$ cat src/hdl/sibilance_openness_detector_defines.svh
// assertion macros for the sibilance openness detector
`ifndef SIBILANCE_OPENNESS_DETECTOR_DEFINES_SVH
`define SIBILANCE_OPENNESS_DETECTOR_DEFINES_SVH
`ifndef ASSERT_OFF
// same-cycle implication, sampled on clk, quiet during rst
`define SOD_ASSERT_IMP(label, pre, post) \
  label: assert property (@(posedge clk) disable iff (rst) (pre) |-> (post)) \
    else $error("sod assertion failed");
// next-cycle implication, sampled on clk, quiet during rst
`define SOD_ASSERT_NXT(label, pre, post) \
  label: assert property (@(posedge clk) disable iff (rst) (pre) |=> (post)) \
    else $error("sod assertion failed");
`else
`define SOD_ASSERT_IMP(label, pre, post)
`define SOD_ASSERT_NXT(label, pre, post)
`endif
`endif

$ cat src/hdl/sod_pkg.sv
// shared types, constants and register codes of the sibilance openness detector
package sod_pkg;

  // field and state widths
  localparam int ENV_W      = 24;
  localparam int MAG_W      = 16;
  localparam int COEF_W     = 16;
  localparam int RATIO_W    = 16;
  localparam int CFG_IDX_W  = 4;
  localparam int CFG_DATA_W = 16;

  // serial multiplier: a operand by b operand, b taken lsb first
  localparam int MUL_A_W = 34;
  localparam int MUL_B_W = 16;
  localparam int MUL_P_W = MUL_A_W + MUL_B_W;

  // serial divider: remainder and quotient widths
  localparam int DIV_R_W = 24;
  localparam int DIV_Q_W = 16;

  localparam logic [ENV_W-1:0] SILENCE_LEVEL_DEF = 24'd16;
  localparam logic [ENV_W-1:0] ENV_MAX           = 24'hFFFFFF;
  localparam logic [17:0]      SHAPE_THREE       = 18'd196608;
  localparam logic [RATIO_W-1:0] RATIO_MAX       = 16'hFFFF;

  // register values after reset
  localparam logic [COEF_W-1:0] RST_BAND_ATTACK  = 16'd65535;
  localparam logic [COEF_W-1:0] RST_BAND_RELEASE = 16'd1000;
  localparam logic [COEF_W-1:0] RST_FULL_ATTACK  = 16'd5000;
  localparam logic [COEF_W-1:0] RST_FULL_RELEASE = 16'd300;
  localparam logic [COEF_W-1:0] RST_OPEN_ATTACK  = 16'd65535;
  localparam logic [COEF_W-1:0] RST_OPEN_RELEASE = 16'd1500;
  localparam logic [COEF_W-1:0] RST_RATIO_LOW    = 16'd1024;
  localparam logic [COEF_W-1:0] RST_RATIO_HIGH   = 16'd3072;

  typedef enum logic [CFG_IDX_W-1:0] {
    REG_BAND_ATTACK  = 4'd0,
    REG_BAND_RELEASE = 4'd1,
    REG_FULL_ATTACK  = 4'd2,
    REG_FULL_RELEASE = 4'd3,
    REG_OPEN_ATTACK  = 4'd4,
    REG_OPEN_RELEASE = 4'd5,
    REG_RATIO_LOW    = 4'd6,
    REG_RATIO_HIGH   = 4'd7
  } reg_index_t;

  typedef struct packed {
    logic [COEF_W-1:0] band_attack;
    logic [COEF_W-1:0] band_release;
    logic [COEF_W-1:0] full_attack;
    logic [COEF_W-1:0] full_release;
    logic [COEF_W-1:0] open_attack;
    logic [COEF_W-1:0] open_release;
    logic [COEF_W-1:0] ratio_low;
    logic [COEF_W-1:0] ratio_high;
  } cfg_t;

  typedef struct packed {
    logic               start;
    logic [MUL_A_W-1:0] a;
    logic [MUL_B_W-1:0] b;
  } mul_req_t;

  typedef struct packed {
    logic               start;
    logic [DIV_R_W-1:0] rem_init;
    logic [DIV_Q_W-1:0] low_init;
    logic [DIV_R_W-1:0] divisor;
  } div_req_t;

  typedef enum logic [3:0] {
    ST_IDLE,
    ST_ENV_GO,
    ST_ENV_WAIT,
    ST_CHK,
    ST_RAT_GO,
    ST_RAT_WAIT,
    ST_MAP,
    ST_TQ_GO,
    ST_TQ_WAIT,
    ST_TK_GO,
    ST_TK_WAIT,
    ST_MT_GO,
    ST_MT_WAIT,
    ST_OPN_GO,
    ST_OPN_WAIT,
    ST_EMIT
  } state_t;

endpackage

$ cat src/hdl/sibilance_openness_detector.sv
// top level: envelope followers, ratio mapping, smoothstep and openness follower
//
//   channel   direction  handshake              payload
//   cfg       in         cfg_valid/cfg_ready    cfg_index, cfg_data
//   in        in         in_valid/in_ready      band_magnitude, full_magnitude
//   out       out        out_valid/out_ready    openness_level
//
// an item takes six 16-step passes through the serial multipliers and divider,
// plus accept, check, map and emit steps; a silent item skips the ratio, map and shaping
// passes, a clamped ratio skips the fraction and shaping passes, and a saturated ratio skips the divide.
// reset clears the envelopes and the handshake state and loads the register reset values; ready is low in reset.
// a new item is taken once the previous result sits in the output register;
// a stalled output holds the block in its final step until taken.
`include "sibilance_openness_detector_defines.svh"

module sibilance_openness_detector #(
  parameter logic [sod_pkg::ENV_W-1:0] SILENCE_LEVEL = sod_pkg::SILENCE_LEVEL_DEF
) (
  input  logic                              clk,
  input  logic                              rst,
  input  logic                              cfg_valid,
  output logic                              cfg_ready,
  input  logic [sod_pkg::CFG_IDX_W-1:0]     cfg_index,
  input  logic [sod_pkg::CFG_DATA_W-1:0]    cfg_data,
  input  logic                              in_valid,
  output logic                              in_ready,
  input  logic [sod_pkg::MAG_W-1:0]         band_magnitude,
  input  logic [sod_pkg::MAG_W-1:0]         full_magnitude,
  output logic                              out_valid,
  input  logic                              out_ready,
  output logic [sod_pkg::MAG_W-1:0]         openness_level
);

  sod_pkg::cfg_t     cfg;
  sod_pkg::state_t   state, state_next;
  sod_pkg::mul_req_t mul0_req, mul1_req;
  sod_pkg::div_req_t div_req;

  logic                          mul0_done, mul1_done, div_done;
  logic [sod_pkg::MUL_P_W-1:0]   mul0_prod, mul1_prod;
  logic [sod_pkg::DIV_Q_W-1:0]   div_quot;

  logic [sod_pkg::ENV_W-1:0]     band_env, full_env, open_env;
  logic [sod_pkg::MAG_W-1:0]     band_mag, full_mag;
  logic [sod_pkg::RATIO_W-1:0]   ratio;
  logic [15:0]                   num_q, den_q, t_q;
  logic [sod_pkg::MUL_A_W-1:0]   m_q;
  logic [sod_pkg::ENV_W-1:0]     raw;

  logic [sod_pkg::ENV_W-1:0]     band_tgt, full_tgt;
  logic [sod_pkg::ENV_W-1:0]     band_diff, full_diff, open_diff;
  logic [sod_pkg::ENV_W-1:0]     step0, step1;
  logic                          band_gt, full_gt, open_gt;
  logic                          full_above, band_sat;
  logic signed [17:0]            num_s, den_s, num_a, den_a;
  logic                          map_zero, map_full;
  logic [17:0]                   shape_k;
  logic                          in_emit;
  logic                          emit_fire;
  logic                          in_mul_wait, in_div_wait;
  logic [3*sod_pkg::ENV_W-1:0]   env_all;

  // register file
  sod_cfg_regs u_cfg (
    .clk       (clk),
    .rst       (rst),
    .cfg_valid (cfg_valid),
    .cfg_ready (cfg_ready),
    .cfg_index (cfg_index),
    .cfg_data  (cfg_data),
    .cfg       (cfg)
  );

  // shared multiplier for band follower, shaping and openness follower
  sod_serial_mul u_mul0 (
    .clk     (clk),
    .rst     (rst),
    .req     (mul0_req),
    .done    (mul0_done),
    .product (mul0_prod)
  );

  // multiplier for the broadband follower
  sod_serial_mul u_mul1 (
    .clk     (clk),
    .rst     (rst),
    .req     (mul1_req),
    .done    (mul1_done),
    .product (mul1_prod)
  );

  // shared divider for the ratio and the interpolation fraction
  sod_serial_div u_div (
    .clk      (clk),
    .rst      (rst),
    .req      (div_req),
    .done     (div_done),
    .quotient (div_quot)
  );

  // follower distances and directions
  assign band_tgt  = {band_mag, 8'h00};
  assign full_tgt  = {full_mag, 8'h00};
  assign band_gt   = band_tgt > band_env;
  assign full_gt   = full_tgt > full_env;
  assign open_gt   = raw > open_env;
  assign band_diff = band_gt ? band_tgt - band_env : band_env - band_tgt;
  assign full_diff = full_gt ? full_tgt - full_env : full_env - full_tgt;
  assign open_diff = open_gt ? raw - open_env : open_env - raw;

  // product shifted right by 16, never larger than the distance
  assign step0 = mul0_prod[39:16];
  assign step1 = mul1_prod[39:16];

  // silence gate and ratio saturation
  assign full_above = full_env > SILENCE_LEVEL;
  assign band_sat   = {4'h0, band_env} >= {full_env, 4'h0};

  // threshold mapping, operands flipped for inverted thresholds
  always_comb begin
    num_s    = $signed({2'b00, ratio}) - $signed({2'b00, cfg.ratio_low});
    den_s    = $signed({2'b00, cfg.ratio_high}) - $signed({2'b00, cfg.ratio_low});
    num_a    = den_s[17] ? -num_s : num_s;
    den_a    = den_s[17] ? -den_s : den_s;
    map_zero = (den_s == '0) || num_a[17] || (num_a == '0);
    map_full = !map_zero && (num_a >= den_a);
  end

  // smoothstep factor 3 - 2t in Q2.16
  assign shape_k = sod_pkg::SHAPE_THREE - {1'b0, t_q, 1'b0};

  assign in_emit   = state == sod_pkg::ST_EMIT;
  assign emit_fire = in_emit && (!out_valid || out_ready);

  // state register
  always_ff @(posedge clk) begin
    if (rst) begin
      state <= sod_pkg::ST_IDLE;
    end else begin
      state <= state_next;
    end
  end

  // next state
  always_comb begin
    state_next = state;
    unique case (state)
      sod_pkg::ST_IDLE:     if (in_valid) state_next = sod_pkg::ST_ENV_GO;
      sod_pkg::ST_ENV_GO:   state_next = sod_pkg::ST_ENV_WAIT;
      sod_pkg::ST_ENV_WAIT: if (mul0_done) state_next = sod_pkg::ST_CHK;
      sod_pkg::ST_CHK: begin
        state_next = full_above ? sod_pkg::ST_RAT_GO : sod_pkg::ST_OPN_GO;
      end
      sod_pkg::ST_RAT_GO: begin
        state_next = band_sat ? sod_pkg::ST_MAP : sod_pkg::ST_RAT_WAIT;
      end
      sod_pkg::ST_RAT_WAIT: if (div_done) state_next = sod_pkg::ST_MAP;
      sod_pkg::ST_MAP: begin
        state_next = (map_zero || map_full) ? sod_pkg::ST_OPN_GO : sod_pkg::ST_TQ_GO;
      end
      sod_pkg::ST_TQ_GO:    state_next = sod_pkg::ST_TQ_WAIT;
      sod_pkg::ST_TQ_WAIT:  if (div_done) state_next = sod_pkg::ST_TK_GO;
      sod_pkg::ST_TK_GO:    state_next = sod_pkg::ST_TK_WAIT;
      sod_pkg::ST_TK_WAIT:  if (mul0_done) state_next = sod_pkg::ST_MT_GO;
      sod_pkg::ST_MT_GO:    state_next = sod_pkg::ST_MT_WAIT;
      sod_pkg::ST_MT_WAIT:  if (mul0_done) state_next = sod_pkg::ST_OPN_GO;
      sod_pkg::ST_OPN_GO:   state_next = sod_pkg::ST_OPN_WAIT;
      sod_pkg::ST_OPN_WAIT: if (mul0_done) state_next = sod_pkg::ST_EMIT;
      sod_pkg::ST_EMIT:     if (emit_fire) state_next = sod_pkg::ST_IDLE;
      default:              state_next = sod_pkg::ST_IDLE;
    endcase
  end

  // unit requests and input handshake
  always_comb begin
    in_ready = 1'b0;
    mul0_req = '0;
    mul1_req = '0;
    div_req  = '0;
    unique case (state)
      sod_pkg::ST_IDLE: in_ready = !rst;
      sod_pkg::ST_ENV_GO: begin
        mul0_req.start = 1'b1;
        mul0_req.a     = {10'h000, band_diff};
        mul0_req.b     = band_gt ? cfg.band_attack : cfg.band_release;
        mul1_req.start = 1'b1;
        mul1_req.a     = {10'h000, full_diff};
        mul1_req.b     = full_gt ? cfg.full_attack : cfg.full_release;
      end
      sod_pkg::ST_RAT_GO: begin
        div_req.start    = !band_sat;
        div_req.rem_init = {4'h0, band_env[23:4]};
        div_req.low_init = {band_env[3:0], 12'h000};
        div_req.divisor  = full_env;
      end
      sod_pkg::ST_TQ_GO: begin
        div_req.start    = 1'b1;
        div_req.rem_init = {8'h00, num_q};
        div_req.low_init = '0;
        div_req.divisor  = {8'h00, den_q};
      end
      sod_pkg::ST_TK_GO: begin
        mul0_req.start = 1'b1;
        mul0_req.a     = {16'h0000, shape_k};
        mul0_req.b     = t_q;
      end
      sod_pkg::ST_MT_GO: begin
        mul0_req.start = 1'b1;
        mul0_req.a     = m_q;
        mul0_req.b     = t_q;
      end
      sod_pkg::ST_OPN_GO: begin
        mul0_req.start = 1'b1;
        mul0_req.a     = {10'h000, open_diff};
        mul0_req.b     = open_gt ? cfg.open_attack : cfg.open_release;
      end
      default: ;
    endcase
  end

  // envelopes and output handshake
  always_ff @(posedge clk) begin
    if (rst) begin
      band_env  <= '0;
      full_env  <= '0;
      open_env  <= '0;
      out_valid <= 1'b0;
    end else begin
      if ((state == sod_pkg::ST_ENV_WAIT) && mul0_done) begin
        band_env <= band_gt ? band_env + step0 : band_env - step0;
        full_env <= full_gt ? full_env + step1 : full_env - step1;
      end
      if ((state == sod_pkg::ST_OPN_WAIT) && mul0_done) begin
        open_env <= open_gt ? open_env + step0 : open_env - step0;
      end
      if (emit_fire) begin
        out_valid <= 1'b1;
      end else if (out_ready) begin
        out_valid <= 1'b0;
      end
    end
  end

  // item capture and intermediate results
  always_ff @(posedge clk) begin
    if ((state == sod_pkg::ST_IDLE) && in_valid) begin
      band_mag <= band_magnitude;
      full_mag <= full_magnitude;
    end
    if ((state == sod_pkg::ST_CHK) && !full_above) begin
      raw <= '0;
    end
    if ((state == sod_pkg::ST_RAT_GO) && band_sat) begin
      ratio <= sod_pkg::RATIO_MAX;
    end
    if ((state == sod_pkg::ST_RAT_WAIT) && div_done) begin
      ratio <= div_quot;
    end
    if (state == sod_pkg::ST_MAP) begin
      if (map_zero) begin
        raw <= '0;
      end else if (map_full) begin
        raw <= sod_pkg::ENV_MAX;
      end
      num_q <= num_a[15:0];
      den_q <= den_a[15:0];
    end
    if ((state == sod_pkg::ST_TQ_WAIT) && div_done) begin
      t_q <= div_quot;
    end
    if ((state == sod_pkg::ST_TK_WAIT) && mul0_done) begin
      m_q <= mul0_prod[sod_pkg::MUL_A_W-1:0];
    end
    if ((state == sod_pkg::ST_MT_WAIT) && mul0_done) begin
      raw <= (|mul0_prod[49:48]) ? sod_pkg::ENV_MAX : mul0_prod[47:24];
    end
    if (emit_fire) begin
      openness_level <= open_env[23:8];
    end
  end

  // waiting steps and packed envelopes for the checks below
  assign in_mul_wait = (state == sod_pkg::ST_ENV_WAIT) || (state == sod_pkg::ST_TK_WAIT) ||
                       (state == sod_pkg::ST_MT_WAIT) || (state == sod_pkg::ST_OPN_WAIT);
  assign in_div_wait = (state == sod_pkg::ST_RAT_WAIT) || (state == sod_pkg::ST_TQ_WAIT);
  assign env_all     = {band_env, full_env, open_env};

  // multiplier results only arrive in a waiting step
  `SOD_ASSERT_IMP(a_mul_done_in_wait, mul0_done || mul1_done, in_mul_wait)
  // divider results only arrive in a waiting step
  `SOD_ASSERT_IMP(a_div_done_in_wait, div_done, in_div_wait)
  // envelopes do not move while idle
  `SOD_ASSERT_NXT(a_env_hold_idle, state == sod_pkg::ST_IDLE, $stable(env_all))
  // a stalled result keeps the block in its final step
  `SOD_ASSERT_NXT(a_emit_stall, in_emit && out_valid && !out_ready, in_emit && out_valid)

endmodule

$ cat src/hdl/sod_cfg_regs.sv
// configuration register file with write decode and reset values
module sod_cfg_regs (
  input  logic                              clk,
  input  logic                              rst,
  input  logic                              cfg_valid,
  output logic                              cfg_ready,
  input  logic [sod_pkg::CFG_IDX_W-1:0]     cfg_index,
  input  logic [sod_pkg::CFG_DATA_W-1:0]    cfg_data,
  output sod_pkg::cfg_t                     cfg
);

  // writes are registered, held off during reset
  assign cfg_ready = !rst;

  // register decode, unknown indexes ignored
  always_ff @(posedge clk) begin
    if (rst) begin
      cfg.band_attack  <= sod_pkg::RST_BAND_ATTACK;
      cfg.band_release <= sod_pkg::RST_BAND_RELEASE;
      cfg.full_attack  <= sod_pkg::RST_FULL_ATTACK;
      cfg.full_release <= sod_pkg::RST_FULL_RELEASE;
      cfg.open_attack  <= sod_pkg::RST_OPEN_ATTACK;
      cfg.open_release <= sod_pkg::RST_OPEN_RELEASE;
      cfg.ratio_low    <= sod_pkg::RST_RATIO_LOW;
      cfg.ratio_high   <= sod_pkg::RST_RATIO_HIGH;
    end else if (cfg_valid) begin
      unique case (sod_pkg::reg_index_t'(cfg_index))
        sod_pkg::REG_BAND_ATTACK:  cfg.band_attack  <= cfg_data;
        sod_pkg::REG_BAND_RELEASE: cfg.band_release <= cfg_data;
        sod_pkg::REG_FULL_ATTACK:  cfg.full_attack  <= cfg_data;
        sod_pkg::REG_FULL_RELEASE: cfg.full_release <= cfg_data;
        sod_pkg::REG_OPEN_ATTACK:  cfg.open_attack  <= cfg_data;
        sod_pkg::REG_OPEN_RELEASE: cfg.open_release <= cfg_data;
        sod_pkg::REG_RATIO_LOW:    cfg.ratio_low    <= cfg_data;
        sod_pkg::REG_RATIO_HIGH:   cfg.ratio_high   <= cfg_data;
        default: ;
      endcase
    end
  end

endmodule

$ cat src/hdl/sod_serial_mul.sv
// bit-serial shift-add multiplier, one multiplier bit per cycle
module sod_serial_mul (
  input  logic                          clk,
  input  logic                          rst,
  input  sod_pkg::mul_req_t             req,
  output logic                          done,
  output logic [sod_pkg::MUL_P_W-1:0]   product
);

  localparam int CNT_W = $clog2(sod_pkg::MUL_B_W + 1);

  logic                          busy;
  logic [CNT_W-1:0]              cnt;
  logic [sod_pkg::MUL_A_W-1:0]   aop;
  logic [sod_pkg::MUL_A_W-1:0]   acc;
  logic [sod_pkg::MUL_B_W-1:0]   breg;
  logic [sod_pkg::MUL_A_W:0]     sum;

  // add the multiplicand when the current multiplier bit is set
  assign sum = {1'b0, acc} + (breg[0] ? {1'b0, aop} : '0);

  // high half in acc, low half shifted into breg
  assign product = {acc, breg};

  // step counter and done pulse
  always_ff @(posedge clk) begin
    if (rst) begin
      busy <= 1'b0;
      done <= 1'b0;
      cnt  <= '0;
    end else begin
      done <= 1'b0;
      if (req.start) begin
        busy <= 1'b1;
        cnt  <= CNT_W'(sod_pkg::MUL_B_W);
      end else if (busy) begin
        cnt <= cnt - 1'b1;
        if (cnt == CNT_W'(1)) begin
          busy <= 1'b0;
          done <= 1'b1;
        end
      end
    end
  end

  // shift-add datapath, sum bit zero drops into the low half
  always_ff @(posedge clk) begin
    if (req.start) begin
      aop  <= req.a;
      acc  <= '0;
      breg <= req.b;
    end else if (busy) begin
      acc  <= sum[sod_pkg::MUL_A_W:1];
      breg <= {sum[0], breg[sod_pkg::MUL_B_W-1:1]};
    end
  end

endmodule

$ cat src/hdl/sod_serial_div.sv
// restoring divider, one quotient bit per cycle
module sod_serial_div (
  input  logic                          clk,
  input  logic                          rst,
  input  sod_pkg::div_req_t             req,
  output logic                          done,
  output logic [sod_pkg::DIV_Q_W-1:0]   quotient
);

  localparam int CNT_W = $clog2(sod_pkg::DIV_Q_W + 1);

  logic                          busy;
  logic [CNT_W-1:0]              cnt;
  logic [sod_pkg::DIV_R_W-1:0]   rem;
  logic [sod_pkg::DIV_R_W-1:0]   dvs;
  logic [sod_pkg::DIV_Q_W-1:0]   low;
  logic [sod_pkg::DIV_R_W:0]     trial;
  logic [sod_pkg::DIV_R_W:0]     diff;
  logic                          ge;

  // shift in the next dividend bit and try the subtract
  assign trial = {rem, low[sod_pkg::DIV_Q_W-1]};
  assign diff  = trial - {1'b0, dvs};
  assign ge    = trial >= {1'b0, dvs};

  // quotient bits replace dividend bits in the low register
  assign quotient = low;

  // step counter and done pulse
  always_ff @(posedge clk) begin
    if (rst) begin
      busy <= 1'b0;
      done <= 1'b0;
      cnt  <= '0;
    end else begin
      done <= 1'b0;
      if (req.start) begin
        busy <= 1'b1;
        cnt  <= CNT_W'(sod_pkg::DIV_Q_W);
      end else if (busy) begin
        cnt <= cnt - 1'b1;
        if (cnt == CNT_W'(1)) begin
          busy <= 1'b0;
          done <= 1'b1;
        end
      end
    end
  end

  // remainder stays below the divisor, so it fits the narrow register
  always_ff @(posedge clk) begin
    if (req.start) begin
      rem <= req.rem_init;
      low <= req.low_init;
      dvs <= req.divisor;
    end else if (busy) begin
      rem <= ge ? diff[sod_pkg::DIV_R_W-1:0] : trial[sod_pkg::DIV_R_W-1:0];
      low <= {low[sod_pkg::DIV_Q_W-2:0], ge};
    end
  end

endmodule
$ cat config.mk
export PLATFORM = sky130hd
export DESIGN_NAME = sibilance_openness_detector
export DESIGN_NICKNAME = d
export VERILOG_FILES = /design/src/hdl/sod_pkg.sv /design/src/hdl/sibilance_openness_detector.sv /design/src/hdl/sod_cfg_regs.sv /design/src/hdl/sod_serial_mul.sv /design/src/hdl/sod_serial_div.sv
export VERILOG_INCLUDE_DIRS = /design/src /design/src/hdl
export SDC_FILE = /design/constraint.sdc
export NUM_CORES = 2
export LEC_CHECK = 0
export BUFFER_PORTS_ARGS = -buffer_cell sky130_fd_sc_hd__buf_2
export CAP_MARGIN = 25
export CORE_UTILIZATION = 50
export CTS_CLUSTER_SIZE = 10
export DETAILED_ROUTE_END_ITERATION = 10
export PLACE_DENSITY = 0.63
export SYNTH_ARGS = -nofsm -noshare
export SYNTH_HDL_FRONTEND = slang
export SYNTH_SLANG_ARGS = --single-unit
$ cat constraint.sdc
create_clock -name clk -period 8.5 [get_ports clk]
set_input_delay 0.85 -clock clk [delete_from_list [all_inputs] [get_ports clk]]
set_output_delay 0.85 -clock clk [all_outputs]
set_load 0.01 [all_outputs]
==> results by group <==
Clocking
  • H-Tree Depth: 3
  • CTS sink cnt: 617
  • CTS resizes: 0
  • Worst skew pair latency: 670 ps
  • Clk root buf: clkbuf_16
  • Post CTS Setup Buffer Count: 0
  • CTS tree: yes
  • Clock transition at path regs: 60 ps
  • Hold_buf cts: 0
  • Clk buf depth: 3
  • Total CTS buffers: 77

Placed design
  • Port Buf Inserts: 75
  • Detailed placement HPWL: 94.1 mm
  • GPL Wtd Cong: 0.950

STA
  • Clk_skew: 48.2 ps
  • Final slew viol count: 0
  • Part of the cycle the worst path needs: 81.9%
  • TNS Setup: 0 ps
  • Final setup fails: 0
  • Max frequency: 144 MHz
  • Fin crit period: 6960 ps
  • Final-report hold violation count: 0
  • Least-Margin Pin Slew: 1070 ps
  • Relative slew slack: 28.3%
  • RSZ-0062 raised after global routing: false

Die
  • Core Area: 0.0826 mm2
  • Chip Height: 292 um
  • Initial Utilization: 50.9%
  • Die X: 292 um
  • Ports: 76
  • Area of the die: 0.0853 mm2
  • # rows: 105

Flow run
  • Max-cap check violation count: 0

Route
  • Antenna Nets Post-Route: 0
  • First-pass detailed-route iteration total: 10
  • DR vias: 35500
  • Iteration-0 DRC Markers: 3381
  • Vias per cell: 5.96
  • DR WL/cell: 21.4 um
  • DR DRC count: 0
  • DRT Wirelength: 127 mm

Hold path
  • Hold_sp: full_magnitude[2]
  • Hold EP: full_mag[2]$_DFFE_PP_
  • Hold Path Class: in -> reg
  • Worst hold path cell count: 1

Synth
  • Async S/R FF share, synth: 0%
  • Yosys top cell by area: edfxtp_1
  • Syn Nets: 5250
  • Synthesis-stage register bit count: 617
  • Avg Synthesized Cell Area: 8.69 um2
  • Cell area after synthesis: 0.0421 mm2
  • Syn. warnings: 0
  • Syn Inst Count: 4842
  • Yosys cell types: 114
  • Yosys top cell area share: 21.4%
  • Main synth FF type: dfxtp_1
  • EDFF count, synth: 300
  • Sequential area share after synthesis: 36.5%
  • Synth top area cells: edfxtp_1 (21%), dfxtp_1 (15%), ha_1 (10%)

Worst setup path
  • Worst-path cell chain: inv_1 > ha_1 > and2_1 > nand3_1 > or4_1 > nor3_1 > o21a_2 > buf_4 > nand2_1 > xor2_1 > ha_1 > or3_1 > o311ai_0 > o21ai_0 > o211a_1 > o41a_1 > o21a_1 > or3_1 > a311oi_1 > a41o_1
  • Critical Path RT: 9090 ps
  • Critical Path AT: 7550 ps
  • Reg2reg setup slack: 1540 ps
  • Worst path slowest cell: o311ai_0
  • Startpoint types: register
  • FF-to-FF path depth: 20
  • Worst path max stage delay: 660 ps
  • Worst Path Buf+Inv: 2
  • CP delay by family, top: compound AO/OA/AOI/OAI gates
  • Reg2Reg Launch Point: open_env[9]$_SDFFE_PP0P_
  • Worst R2R End: open_env[23]$_SDFFE_PP0P_
  • Max FO, Critical Path: 39
  • Critical path class: reg -> reg
  • CP endpoint kind: register

Global route
  • Vias in the first global route: 32992
  • GRT Util Overall: 29.5%
  • Pin count of the biggest net entering global routing: 82
  • First-pass GRT wire length: 197 mm
  • GRT overflow: 0
  • Initial antenna violation count: 2

Pwr
  • NetSw: 7120 uW
  • Comb power frac: 53.1%
  • Internal Dissipation: 8820 uW
  • Pwr Total: 15900 uW
  • VDD IR max: 0.329 mV
  • Clk pwr share: 20.2%
  • Switching Share: 44.6%
  • P_leak: 0.0189 uW
  • Sequential Power Share: 26.7%
  • Power per cell area: 348 mW/mm2

Finish
  • Share of cells above drive strength 1: 7.46%
  • Fillers: 7580
  • Area Growth Syn to Fin: 8.78%
  • Fin nets: 5227

Run status
  • Status: finished clean
==> cell type report <==
cell class	instances	area, um2	area share [%]
tap	1070	1340	2.93
antenna	1	2.50	0.00547
inverter	299	1120	2.45
timing repair buffer	130	833	1.82
multi-input combinational	3694	24600	53.8
sequential	617	15400	33.6
clock inverter	13	236	0.517
clock buffer	129	2230	4.88
==> cells in the mapped netlist, types with 14 or more instances <==
| library cell | number |
|---|---|
| nor2b_1 | 42 |
| nor3b_1 | 18 |
| a2111oi_0 | 14 |
| o21a_1 | 45 |
| a22o_1 | 22 |
| mux2i_1 | 124 |
| and2_1 | 94 |
| o21ai_0 | 238 |
| nand3b_1 | 23 |
| a21boi_0 | 14 |
| a211oi_2 | 22 |
| or3_1 | 31 |
| inv_1 | 296 |
| buf_1 | 19 |
| xnor2_1 | 194 |
| nand2_1 | 628 |
| nor3_1 | 95 |
| a21o_1 | 123 |
| xor2_1 | 120 |
| nor2_1 | 375 |
| or2_2 | 34 |
| and3_1 | 45 |
| a222oi_1 | 16 |
| nand4_1 | 33 |
| a22oi_1 | 18 |
| nand2b_1 | 36 |
| a31oi_1 | 38 |
| a21oi_1 | 394 |
| o211ai_1 | 31 |
| o21bai_1 | 35 |
| dfxtp_1 | 317 |
| ha_1 | 339 |
| nand3_1 | 127 |
| a211oi_1 | 43 |
| nor4_1 | 21 |
| clkbuf_1 | 164 |
| edfxtp_1 | 300 |
| o31ai_1 | 35 |
| a221oi_1 | 23 |
==> worst reg2reg max path: stages (launching register included) <==
cell and delay, ps:
dfxtp_1 400, inv_1 70, ha_1 380, and2_1 290
nand3_1 210, or4_1 560, nor3_1 360, o21a_2 380
buf_4 460, nand2_1 140, xor2_1 160, ha_1 220
or3_1 440, o311ai_0 660, o21ai_0 420, o211a_1 380
o41a_1 410, o21a_1 180, or3_1 320, a311oi_1 290
a41o_1 130
==> state kept, by name (all words and copies together), names as in the netlist, 34 cells and up <==
signal,flops
u_mul0.acc,34
u_mul1.acc,34
m_q,34
u_cfg.cfg,128
u_mul0.aop,34
==> worst max-delay path by stage <==
| stage | from | endpoint | slack (ps) | depth (start not counted) |
|---|---|---|---|---|
| final | open_env[9]$_SDFFE_PP0P_ | open_env[23]$_SDFFE_PP0P_ | 1540 | 20 |
| after global routing | open_env[9]$_SDFFE_PP0P_ | open_env[23]$_SDFFE_PP0P_ | 1100 | 20 |
| after CTS | open_env[9]$_SDFFE_PP0P_ | open_env[23]$_SDFFE_PP0P_ | 1580 | 20 |
| after detailed placement | open_env[17]$_SDFFE_PP0P_ | open_env[23]$_SDFFE_PP0P_ | 1670 | 19 |
| after global placement | open_env[9]$_SDFFE_PP0P_ | open_env[23]$_SDFFE_PP0P_ | 1790 | 20 |
| after floorplan | open_env[1]$_SDFFE_PP0P_ | open_env[23]$_SDFFE_PP0P_ | 2230 | 22 |
==> per-layer routing <==
layer,part of all wire [%],up-vias,track usage (%),routed length [um]
met5,0,-,0,0
met4,2.7,0,8.04,3390
met3,6.3,157,3.23,7960
met2,43,1132,45.0,55300
met1,48,16983,43.9,60700
li1,-,17228,-,-
==> power by group through the flow <==
stage | clock (uW) | sequential (uW) | combinational (uW)
final | 3210 | 4260 | 8470
after global routing | 3370 | 4310 | 9320
after CTS | 3260 | 4240 | 8410
after detailed placement | 0 | 4300 | 8340
after global placement | 0 | 4290 | 8330
after floorplan | 0 | 4030 | 6340
==> cell families after synthesis <==
family / after synthesis / synth area share [%]
mux: 132 / 3.17
compound gates: 1245 / 19.5
buf+inv: 531 / 5.24
xor+xnor: 316 / 6.65
simple gates: 1649 / 18.3
fa+ha+maj: 351 / 10.7
flops: 617 / 36.5
other cells: 1 / 0.00892
==> metrics by stage <==
step / setup slack, ps / util [%] / cells / instance area, um2 / hold WS (ps)
after floorplan: 2230 / - / 4842 / 42100 / 426
after global placement: 1790 / 52.3 / 5803 / 43200 / 436
after detailed placement: 1670 / 52.3 / 5805 / 43200 / 436
after CTS: 1580 / 55.3 / 5947 / 45700 / 345
after global routing: 1100 / 55.4 / 5952 / 45700 / 352
final: 1540 / 55.4 / 5953 / 45700 / 373
==> placed cells by master (no fill, tap or decap), drive strengths merged, types with 31 or more instances in the layout <==
| cell | synthesis | layout |
|---|---|---|
| o31ai | 35 | 35 |
| o21bai | 35 | 35 |
| or3 | 33 | 33 |
| nand2b | 36 | 36 |
| a21o | 124 | 124 |
| ha | 339 | 339 |
| xor2 | 120 | 120 |
| o21ai | 246 | 246 |
| a21oi | 395 | 395 |
| a31oi | 38 | 38 |
| o21a | 46 | 46 |
| buf | 49 | 128 |
| edfxtp | 300 | 300 |
| nor2 | 375 | 375 |
| nor3 | 96 | 96 |
| clkbuf | 178 | 131 |
| inv | 296 | 299 |
| nand3 | 127 | 127 |
| and2 | 96 | 96 |
| o211ai | 31 | 31 |
| dfxtp | 317 | 317 |
| or2 | 36 | 36 |
| nor2b | 42 | 42 |
| mux2i | 124 | 124 |
| nand2 | 628 | 628 |
| and3 | 46 | 46 |
| xnor2 | 194 | 194 |
| nand4 | 33 | 33 |
| a211oi | 65 | 65 |
Power figures use the tool's default switching activity.
